$ cat src/sv/kf3_mul.sv
// kf3_mul: shared signed 32x32 multiplier with a registered 64-bit product.
// Depends on nothing; used by the top-level sequencer for every update product.

module kf3_mul (
    input  logic               i_clk,
    input  logic signed [31:0] i_a,
    input  logic signed [31:0] i_b,
    output logic signed [63:0] o_prod
);

    logic signed [63:0] r_prod;

    // One multiply per cycle; the product is registered and appears in the next cycle
    always_ff @(posedge i_clk) begin
        r_prod <= i_a * i_b;
    end

    assign o_prod = r_prod;

endmodule

$ cat config.mk
export PLATFORM = sky130hd
export DESIGN_NAME = kf3_mul
export DESIGN_NICKNAME = d
export VERILOG_FILES = /design/src/sv/kf3_mul.sv
export SDC_FILE = /design/constraint.sdc
export NUM_CORES = 2
export LEC_CHECK = 0
export ABC_AREA = 1
export BUFFER_PORTS_ARGS = -buffer_cell sky130_fd_sc_hd__buf_4
export CAP_MARGIN = 10
export CORE_MARGIN = 2
export CORE_UTILIZATION = 55
export DETAILED_ROUTE_END_ITERATION = 12
export HOLD_SLACK_MARGIN = 0.15
export MAX_ROUTING_LAYER = met4
export PLACE_DENSITY = 0.77
export SLEW_MARGIN = 5
export SYNTH_ARGS = -nofsm -noshare
export SYNTH_HDL_FRONTEND = slang
export SYNTH_SLANG_ARGS = --single-unit
$ cat constraint.sdc
create_clock -name i_clk -period 8.7 [get_ports i_clk]
set_clock_uncertainty 0.15 [all_clocks]
set_input_delay 1.74 -clock i_clk [delete_from_list [all_inputs] [get_ports i_clk]]
set_output_delay 1.74 -clock i_clk [all_outputs]
set_load 0.005 [all_outputs]
* Word level (Yosys, flattened, before mapping)
Cells that the tools add are included.
Word-level totals: output and inout bits 64, word-level logic and storage cells 2, memory bits (read-only) 0, memories 0, register bits 64, memory bits (writable) 0, latch bits 0, input bits 65
Operators by class: $mul 1, add/subtract/negate cells 0, muxes and demuxes 0, equality and inequality tests 0, $lt $le $gt $ge 0, shift-type cells 0, divide/modulo/power cells 0, reductions and logical operators 0, bitwise gates (word level) 0
Operator list (count):
- $mul A32 B32 Y64 | 1

* Longest topological paths before layout
depth in word-level cells 1, gate-level depth with buffers 31, gate-level depth less buffers 30

* Worst setup path after synthesis
Ideal clock, no wire load.
path kind input to register, start point input i_a[31], end point register r_prod[59] (netlist: o_prod[59]), cell stages on the path 27, setup time 113 ps, required time 8437 ps, setup slack 166 ps, buffers on the path 1, arrival 8272 ps, path through clkbuf_1 > nand2_1 > inv_1 > fa_1 > inv_1 > fa_1 > inv_1 > fa_1 > fa_1 > inv_1 > fa_1 > inv_1 > fa_1 > inv_1 > fa_1 > fa_1 > inv_1 > ha_1 > nand2_2 > nor2_1 > inv_1 > nor2_1 > nand2_1 > nor3_1 > nand2_1 > nand4_1 > nand2_1
On the way: word-level cells in the longest chain between the ends 1
Ends and longest elaborated chain:
- start, declared | RTL line 6 | input logic signed [31:0] i_a,
- $mul A32 B32 Y64 | RTL line 15 | r_prod <= i_a * i_b;
- end signal, assigned | RTL line 15
- end, declared | RTL line 11 | logic signed [63:0] r_prod;
No other way between the ends.

* Worst setup path after layout
start point input i_b[10], end point register r_prod[31] (netlist: o_prod[31])
On the way: word-level cells in the longest chain between the ends 1
Ends and longest elaborated chain:
- start, declared | RTL line 7 | input logic signed [31:0] i_b,
- $mul A32 B32 Y64 | RTL line 15
No other way between the ends.

==> impl_metrics.env <==
export IMPL_htreeDepth=3
export IMPL_crit_fanout=17
export IMPL_fmax_ghz=0.120
export IMPL_tns_ps=0
export IMPL_cts_root_buf="clkbuf_16"
export IMPL_synth_area_leader_cell="fa_1"
export IMPL_hp_class="input port to register"
export IMPL_die_h_um=274
export IMPL_cts_sinks=64
export IMPL_placed_area_mm2=0.0427
export IMPL_drtPass1Iterations=6
export IMPL_synthXorXnorAreaFrac=0.00741
export IMPL_cts_path_max_buffers=2
export IMPL_worstSetupPathType="input port to register"
export IMPL_synthMuxAreaShare=0
export IMPL_crit_arrival_ps=8400
export IMPL_synth_cell_type_count=27
export IMPL_hold_viol=0
export IMPL_largest_reg_flops=64
export IMPL_grt_pass1_vias=34500
export IMPL_dpl_hpwl_mm=95.3
export IMPL_syn_nets=6455
export IMPL_worst_slew_pin_slew_ps=491
export IMPL_synth_simple_area_share=0.175
export IMPL_grt_first_pass_wirelength_mm=178
export IMPL_antenna_found_initial=2
export IMPL_finalWirelength_mm=107
export IMPL_synth_top_family_by_area="adder cells"
export IMPL_met3_length_mm=8.43
export IMPL_grt_overflow_total=0
export IMPL_cts_hold_buffers=0
export IMPL_dr_total_vias=31500
export IMPL_ant_nets=0
export IMPL_drive_gt1_frac=0.0699
export IMPL_ys_warn_count=0
export IMPL_rows=99
export IMPL_cp_start_kind="input port"
export IMPL_slew_headroom=0.673
export IMPL_io_pins=129
export IMPL_setup_violations=0
export IMPL_cts_tree="done"
export IMPL_io_buffers=128
export IMPL_wl_per_cell_um=17.4
export IMPL_drv_cap=0
export IMPL_ys_ff_latch=64
export IMPL_gp_congestion=0.970
export IMPL_maxSlewViolCount=0
export IMPL_synth_compound_area_frac=0.0126
export IMPL_required_ps=8780
export IMPL_drt_iter0_markers=2681
export IMPL_layout_nets=6537
export IMPL_postCtsSetupRepairBufs=0
export IMPL_wl_met1_mm=43.0
export IMPL_cp_slowest_cell="fa_1"
export IMPL_die_area_mm2=0.0753
export IMPL_final_cell_area_mm2=0.0430
export IMPL_coreArea_mm2=0.0727
export IMPL_synthTopCellsByArea="fa_1, inv_1, nand2_1, ha_1, dfxtp_1"
export IMPL_layout_cells_non_filler=6172
export IMPL_synth_area_per_cell_um2=7.85
export IMPL_wl_met2_mm=52.3
export IMPL_synthAdderAreaFrac=0.596
export IMPL_ys_seq_area_frac=0.0319
export IMPL_synthCells=5124
export IMPL_synth_area_mm2=0.0402
export IMPL_n_fill_cell=6430
export IMPL_slowest_delay_ps=590
export IMPL_dp_cells=6154
export IMPL_drc=0
export IMPL_rsz0062_at_grt="false"
export IMPL_yosys_area_top_type_share=0.539
export IMPL_post_cts_resized=0
export IMPL_period_minus_slack_ps=8320
export IMPL_die_x_um=274
export IMPL_highest_layer="met4"
export IMPL_grtUsageTotal=0.313
export IMPL_holdPathStages=4
export IMPL_crit_path_end_kind="register"
export IMPL_syn_to_final_growth_pct=6.96
export IMPL_period_share=0.956
export IMPL_outcome="finished, final reports clean"
export IMPL_worstPathCellList="buf_4, buf_4, nand2_1, fa_1, fa_1, fa_1, fa_1, inv_1, fa_1, fa_1, fa_1, inv_1, fa_1, inv_1, ha_1, nand2_1, nor2_2, nand2_1, nor2_2, nand2_1, nand2_2, xor2_1"
export IMPL_cts_made_buffers=9
export IMPL_crit_path_frequent_cell="fa_1"
export IMPL_viasPerCell=5.10
export IMPL_path_clk_slew_ps=60
export IMPL_grt_max_degree=33
export IMPL_start_util=0.553
==> path summary, 6_finish.rpt <==
kind	to	start	slack, ps
min	o_prod[1]	i_b[1]	1710
max	o_prod[31]	i_b[10]	380
==> synth_stat cells <==
cell type,number
nand4_1,13
o21a_1,1
a21o_1,2
clkbuf_1,192
nor2_4,3
fa_1,1082
a21oi_2,1
nor3_2,5
nor2_1,93
nand3_1,73
nand2_1,1504
nand2_2,21
or2_2,7
xor2_1,31
inv_2,8
o21ai_0,17
o21bai_1,8
o21ai_1,4
a21oi_1,62
ha_1,184
xnor2_1,3
inv_1,1692
nor3_1,11
nand3_2,6
nor2_2,31
dfxtp_1,64
nand3b_1,6
==> worst max-delay path: cells and delay by family <==
kind	cells	cell delay, ps
buffers and inverters	5	750
adders and majority gates	9	4570
xor gates and xnor gates	1	290
and+or+nand+nor	7	1020
==> metrics by stage <==
| step | hold slack (ps) | setup slack (ps) | util |
|---|---|---|---|
| 2_1_floorplan | 1690 | 166 | - |
| 3_3_place_gp | 1970 | 59.3 | 0.587 |
| 3_5_place_dp | 1970 | 28.6 | 0.587 |
| 4_1_cts | 1710 | 366 | 0.591 |
| 5_1_grt | 1730 | 41.5 | 0.591 |
| 6_report | 1710 | 382 | 0.591 |
==> cell type report <==
cell class                 count  area, µm²  share of cell area
antenna                        2       5.00            0.000116
clock buffer                  10        239             0.00556
clock inverter                 6       43.8             0.00102
inverter                    1700       6380               0.148
multi-input combinational   3168      31800               0.740
sequential                    64       1280              0.0298
tap                          959       1200              0.0279
timing repair buffer         263       2020              0.0471
==> kinds of logic after synthesis <==
logic type	count (synthesis)
buf+inv	1892
simple gates	1773
fa+ha+maj	1266
compound gates	95
flops	64
xor+xnor	34
==> per-layer routing <==
metal,vias up,GRT usage
met4,0,0.0888
met5,-,-
li1,14100,-
met1,15800,0.416
met2,1326,0.508
met3,255,0.0403
==> cells in the final DEF, fill, tap and decap left out, drive strengths merged, types with 31 or more instances in the layout <==
cell   Yosys  routed
xor2      31      31
nor2     127     127
fa      1082    1082
inv     1700    1701
dfxtp     64      64
nand3     79      79
ha       184     184
nand2   1525    1525
a21oi     63      63
buf        0     263
Power is not shown: default switching activity piles up to over one toggle a cycle in this logic, so the estimate is an artifact.
