==> src/sv/kf3_div.sv <==
// kf3_div: restoring bit-serial signed divider, quotient truncated toward zero.
// Depends on nothing; the top level computes the Kalman gain with it.

module kf3_div #(
    parameter int NW = 48
) (
    input  logic              i_clk,
    input  logic              i_rst_n,
    input  logic              i_start,
    input  logic signed [NW-1:0] i_num,
    input  logic signed [32:0] i_den,
    output logic              o_done,
    output logic [31:0]       o_quot
);

    localparam int CW = $clog2(NW + 1);

    logic [NW-1:0] r_num;
    logic [NW-1:0] r_quo;
    logic [32:0]   r_rem;
    logic [32:0]   r_den;
    logic          r_neg;
    logic [CW-1:0] r_cnt;
    logic          r_busy;
    logic          r_done;

    logic [33:0]   trial;
    logic          fits;
    logic [NW-1:0] num_mag;
    logic [32:0]   den_mag;
    logic [31:0]   quo_lo;

    // Operand magnitudes
    assign num_mag = i_num[NW-1] ? (~i_num + 1'b1) : i_num;
    assign den_mag = i_den[32]   ? (~i_den + 1'b1) : i_den;

    // One quotient bit per cycle
    assign trial = {r_rem, r_num[NW-1]};
    assign fits  = (trial >= {1'b0, r_den});

    always_ff @(posedge i_clk) begin
        if (!i_rst_n) begin
            r_busy <= 1'b0;
            r_done <= 1'b0;
            r_cnt  <= '0;
        end else begin
            r_done <= 1'b0;
            if (i_start) begin
                r_busy <= 1'b1;
                r_cnt  <= CW'(NW);
            end else if (r_busy) begin
                r_cnt <= r_cnt - 1'b1;
                if (r_cnt == CW'(1)) begin
                    r_busy <= 1'b0;
                    r_done <= 1'b1;
                end
            end
        end
    end

    // Datapath
    always_ff @(posedge i_clk) begin
        if (i_start) begin
            r_num <= num_mag;
            r_den <= den_mag;
            r_rem <= '0;
            r_quo <= '0;
            r_neg <= i_num[NW-1] ^ i_den[32];
        end else if (r_busy) begin
            r_num <= r_num << 1;
            r_rem <= fits ? 33'(trial - {1'b0, r_den}) : trial[32:0];
            r_quo <= {r_quo[NW-2:0], fits};
        end
    end

    // Sign and wrap to 32 bits
    assign quo_lo = r_quo[31:0];
    assign o_quot = r_neg ? (~quo_lo + 1'b1) : quo_lo;
    assign o_done = r_done;

endmodule

==> config.mk <==
export PLATFORM = sky130hd
export DESIGN_NAME = kf3_div
export DESIGN_NICKNAME = d
export VERILOG_FILES = /design/src/sv/kf3_div.sv
export SDC_FILE = /design/constraint.sdc
export NUM_CORES = 1
export LEC_CHECK = 0
export BUFFER_PORTS_ARGS = -buffer_cell sky130_fd_sc_hd__clkbuf_2
export CAP_MARGIN = 15
export CORE_UTILIZATION = 50
export DETAILED_ROUTE_END_ITERATION = 7
export PLACE_DENSITY = 0.77
export SLEW_MARGIN = 20
export SYNTH_ARGS = -nofsm -noshare
export SYNTH_HDL_FRONTEND = slang
export SYNTH_SLANG_ARGS = --single-unit
==> constraint.sdc <==
create_clock -name i_clk -period 4.15 [get_ports i_clk]
set_clock_uncertainty 0.15 [all_clocks]
set_input_delay 0.83 -clock i_clk [delete_from_list [all_inputs] [get_ports i_clk]]
set_output_delay 0.83 -clock i_clk [all_outputs]
set_load 0.02 [all_outputs]
# == Word level (Yosys, flattened, before mapping) ==
# Cells that the tools add are included.
# totals
ff_bits,155
input_bits,84
word_cells,38
# classes
addsub,5
n_lt_le_gt_ge,1
n_eq_ne,1
mux,12
n_bitwise,6
reduce_logical,3
# ops
op,n
48-bit two-way mux,3
32-bit two-way mux,2
48-bit by 1-bit adder with 48-bit output (second input constant),1
48-bit NOT,1
34-bit by 33-bit >= comparator with 1-bit output,1
33-bit by 1-bit adder with 33-bit output (second input constant),1
33-bit two-way mux,1
33-bit NOT,1
33-bit subtractor,1
32-bit by 1-bit adder with 32-bit output (second input constant),1
32-bit NOT,1
6-bit two-way mux,2
6-bit by 1-bit == test with 1-bit output (second input constant),1
6-bit by 1-bit subtractor with 6-bit output (second input constant),1
1-bit two-way mux,4
3-bit OR reduction,1
1-bit NOT,2
2-bit nonzero test,1
2-bit OR reduction,1
1-bit bitwise XOR,1

# == Logic depth before layout (Yosys ltp) ==
# depth
ltp_word,4
ltp_mapped,14

# == Worst setup path before layout ==
# No wires, ideal clock.
# synth_timing
path_kind,register to output
startpoint,register r_quo[10]
endpoint,output o_quot[31]
arrival_ps,2776
t_required_ps,3170
slack_ps,394
stages_incl_launch_ff,8
n_path_buf,0
path_cell_list,dfxtp_1 > or4_1 > nor4_1 > nand4_1 > or4_1 > or4_1 > o31ai_1 > xnor2_1
# synth_via
elab_chain_cells,3
# synth_rtl
element,line_no,rtl
"start, declared",19,logic [NW-1:0] r_quo;
"start signal, assigned",72,"r_quo <= {r_quo[NW-2:0], fits};"
32-bit NOT,78,assign o_quot = r_neg ? (~quo_lo + 1'b1) : quo_lo;
32-bit by 1-bit adder with 32-bit output,78,
32-bit two-way mux,78,
"end, declared",13,output logic [31:0] o_quot
# Every way passes these cells.

# == Worst setup path in the final report ==
# layout_timing
startpoint,register r_quo[11]
endpoint,output o_quot[31]
# The elaborated chain is that of the path after synthesis.

==> metrics.txt <==
met3 Resource Use GR 2.947%; Synth Warn # 0; maximum VDD drop approximately 0.00030 V; P&R area growth vs syn 15.95%; Multi-input gate area 0.005823 sq mm; Slew @ Worst Pin 1.095 ns; CTS root buf clkbuf_16; Mapped Nets 1260; nets@finish 1360; Min Hold Slack 0.3520 ns; Yosys top cell area share 24.38%; io pins roughly 120; ranking of synthesized cells by area edfxtp_1, dfxtp_1, xnor2_1, nor2_1, xor2_1; pins over their slew limit 0; layout cells sized above 1 16.40%; RSZ-0062 raised after global routing true; P_sw 1.369 mW; worst path bufs/invs 1; WP depth 8; Worst setup startpoint r_quo[11]$_SDFFE_PP0P_; vias in the first global route 7610; final worst-path cycle share 99.52%; Worst Reg2Reg Path Length in Cells 11; HP Class reg -> reg; CP max stage delay 0.57 ns; cell area after synthesis 0.01010 sq mm; clock power share 33.9%; initial antenna violation count 0; post-detailed-route count of antenna-violating nets 0; EDFF count, synth 82; DR iter-0 viols 480; post-synthesis register bit count 155; FF-to-FF Start r_den[0]$_DFFE_PP_; Synth Flop Type edfxtp_1; Int Pwr 3.164 mW; placed cell count 1471; combinational power share 25.6%; CTS max path bufs 2; met1 Usage GRT slightly below 30%; CP delay by family, top simple AND/OR/NAND/NOR gates; critical path arrival 3.15 ns; post-synth top area cell edfxtp_1; global-route wire length before repair 34.99 mm; Detail Placement HPWL 14.99 mm; status finished, final reports clean; CP cell instances or4_4 > nor4_4 > nand4_1 > or4_4 > or4_4 > o31ai_2 > xnor2_1 > buf_4; worst r2r dst r_rem[25]$_SDFFE_PP0P_; GP Congestion around 0.86; CORE AREA between 0.015 and 0.02 sq mm; via/cell ratio 5.562; Slowest cell on crit path or4_4; Via Count 8427; Antenna diodes 0; Startpoint Class flip-flop; Remaining Overflow, GRT 0; H-tree Lvls 4; clk sinks roughly 160; Worst Setup EP o_quot[31]; routed wire length 21.46 mm; Final Hold Fails 0; Avg Cell Area, Syn around 8.9 sq um; final count of negative-setup-slack endpoints 0; Total GRT Usage a little over a fifth; most used routing layer met2; Max Cap Violations 0; filler cell count about 1800; FF+latch area 0.003935 sq mm; Net Sw Frac a little under a third; die width 144.1 microns; largest net degree at the start of global routing 198; LEAKAGE 4.783 nW; synth unique cells 63; Non-Filler Instances 1515; num rows 51; crit-path max FO 4; Pre-Repair DR Iteration Count 5; Critical Path Sink Type primary output; sequential area share after synthesis 38.85%; clock transition at the registers of the reported paths 0.06 ns; total power 4.533 mW; most frequent cell on the critical path or4_4; Die Y 144.1 microns; Req. time, crit path 3.17 ns; WL per Instance about 14 microns; Skew-Pair Late Insertion Delay 0.42 ns; CTS tree built; Initial Utilization between 50 and 60%; Die ar. just over 0.02 sq mm; setup TNS 0 ns; Post-CTS Hold Buffers 0; number of I/O port buffers 116; M2 GR Usage 33.97%; critical path class reg -> out; Num CTS Buffers 17; sequential power share 40.5%; asr flop ratio synth 0%; fmax 242.1 MHz; Final min period 4.130 ns; drt drc 0; PD cells about 390 mW/mm^2; Syn Inst Count roughly 1100; Slew Limit Headroom 27.02%; flop2flop setup slack 0.45 ns
## state kept, by name (all words and copies together) (netlist names)
name / cells
r_den: 33
r_rem: 33
r_busy: 1
o_done: 1
r_num: 48
r_quo: 32
r_neg: 1
r_cnt: 6
## repair_timing
| action | 4_1_cts | 5_1_grt |
|---|---|---|
| setup buffers | 7 | 5 |
| resized for setup | 13 | 18 |
| setup endpoints to repair | 6 | 9 |
| hold endpoints to repair | 0 | 0 |
| pin swaps | 2 | 8 |
## cells in the mapped netlist (3+ instances only)
cell type  instances
a211oi_1          27
a21o_1             9
a21oi_1           98
a221oi_1           3
a31oi_1            6
and2_1             3
and3_1             6
buf_1              7
clkbuf_1          53
dfxtp_1           73
edfxtp_1          82
ha_1              38
inv_1             55
mux2_2             3
mux2i_1           44
nand2_1           73
nand2b_1          15
nand3_1           16
nand4_1           10
nand4b_1           4
nor2_1           145
nor2b_1            5
nor3_1            18
nor4_1             9
nor4b_1            4
o211ai_1           5
o21a_1             4
o21ai_0           59
o21ai_1            3
o21bai_1           3
o22ai_1            4
o31ai_1           30
o41ai_1           13
or3_1             18
or4_1             14
or4_4              4
xnor2_1           79
xor2_1            58
## how the worst min path moves through the flow
| stage | from | end | cells after the start |
|---|---|---|---|
| final | r_cnt[1]$_SDFFE_PP0P_ | r_cnt[1]$_SDFFE_PP0P_ | 2 |
| after global routing | r_rem[12]$_SDFFE_PP0P_ | r_rem[12]$_SDFFE_PP0P_ | 2 |
| after CTS | r_cnt[1]$_SDFFE_PP0P_ | r_cnt[1]$_SDFFE_PP0P_ | 2 |
| after detailed placement | r_rem[21]$_SDFFE_PP0P_ | r_rem[21]$_SDFFE_PP0P_ | 2 |
| after global placement | r_cnt[1]$_SDFFE_PP0P_ | r_cnt[1]$_SDFFE_PP0P_ | 2 |
| after floorplan | r_cnt[1]$_SDFFE_PP0P_ | r_cnt[1]$_SDFFE_PP0P_ | 2 |
## worst reg2reg max path: cells and delay by family (launching register included)
kind,cells,cell delay [ns]
AOI/OAI and AO/OA,6,1.74
adders and majority gates,2,0.44
buffers and inverters,2,0.34
DFF,1,0.43
and+or+nand+nor,1,0.51
## cell usage in the layout, fill, tap and decap left out, types with 10 or more instances in the layout
cell type	n
xnor2_1	79
or3_1	18
nor2_1	145
o21ai_0	58
o31ai_1	27
buf_4	30
a21oi_1	97
mux2i_1	44
edfxtp_1	82
clkbuf_2	110
inv_1	55
ha_1	38
xor2_1	58
nor3_1	18
nand2b_1	15
clkbuf_16	18
a211oi_1	27
o41ai_1	13
nand3_1	16
dfxtp_1	70
nand2_1	73
nand4_1	10
## power by group through the flow
stage	clock network [mW]	registers [mW]	logic (mW)
after global routing	1.62	1.85	1.30
after detailed placement	0	1.87	1.12
after global placement	0	1.86	1.10
after CTS	1.56	1.83	1.15
final	1.54	1.83	1.16
after floorplan	0	1.84	0.837
## routing by layer
| metal | wire length [microns] | part of all wire [%] | up-vias |
|---|---|---|---|
| met5 | 0 | 0 | - |
| li1 | - | - | 4302 |
| met2 | 9913 | 46 | 203 |
| met3 | 924 | 4.3 | 16 |
| met4 | 223 | 1.0 | 0 |
| met1 | 10400 | 48 | 3906 |
## stage by stage
step                      area [sq um]  utilization, %  worst slack, ns
after detailed placement         10930           55.63           0.1199
after global placement           10930           55.63           0.2232
after global routing             11710           59.59          -0.1346
after floorplan                  10100               -           0.3942
final                            11710           59.59          0.02012
after CTS                        11630           59.15        -0.009521
## kinds of logic (layout without fill, tap and decap cells)
group / after synthesis / after routing / synth area share [%]
and+or+nand+nor: 359 / 359 / 17.66
buffers and inverters: 117 / 230 / 4.397
muxes: 47 / 47 / 4.695
AOI/OAI and AO/OA: 283 / 283 / 17.61
xor gates and xnor gates: 137 / 137 / 11.88
adders and majority gates: 39 / 39 / 4.905
DFF: 155 / 155 / 38.85
## layout make-up
type                       instances  area share (%)
multi-input combinational        865           49.72
inverter                          55           1.763
clock buffer                      25           4.337
clock inverter                     7          0.6410
tap                              265           2.831
sequential                       155           33.60
timing repair buffer             143           7.115
(Power assumes the default switching activity.)
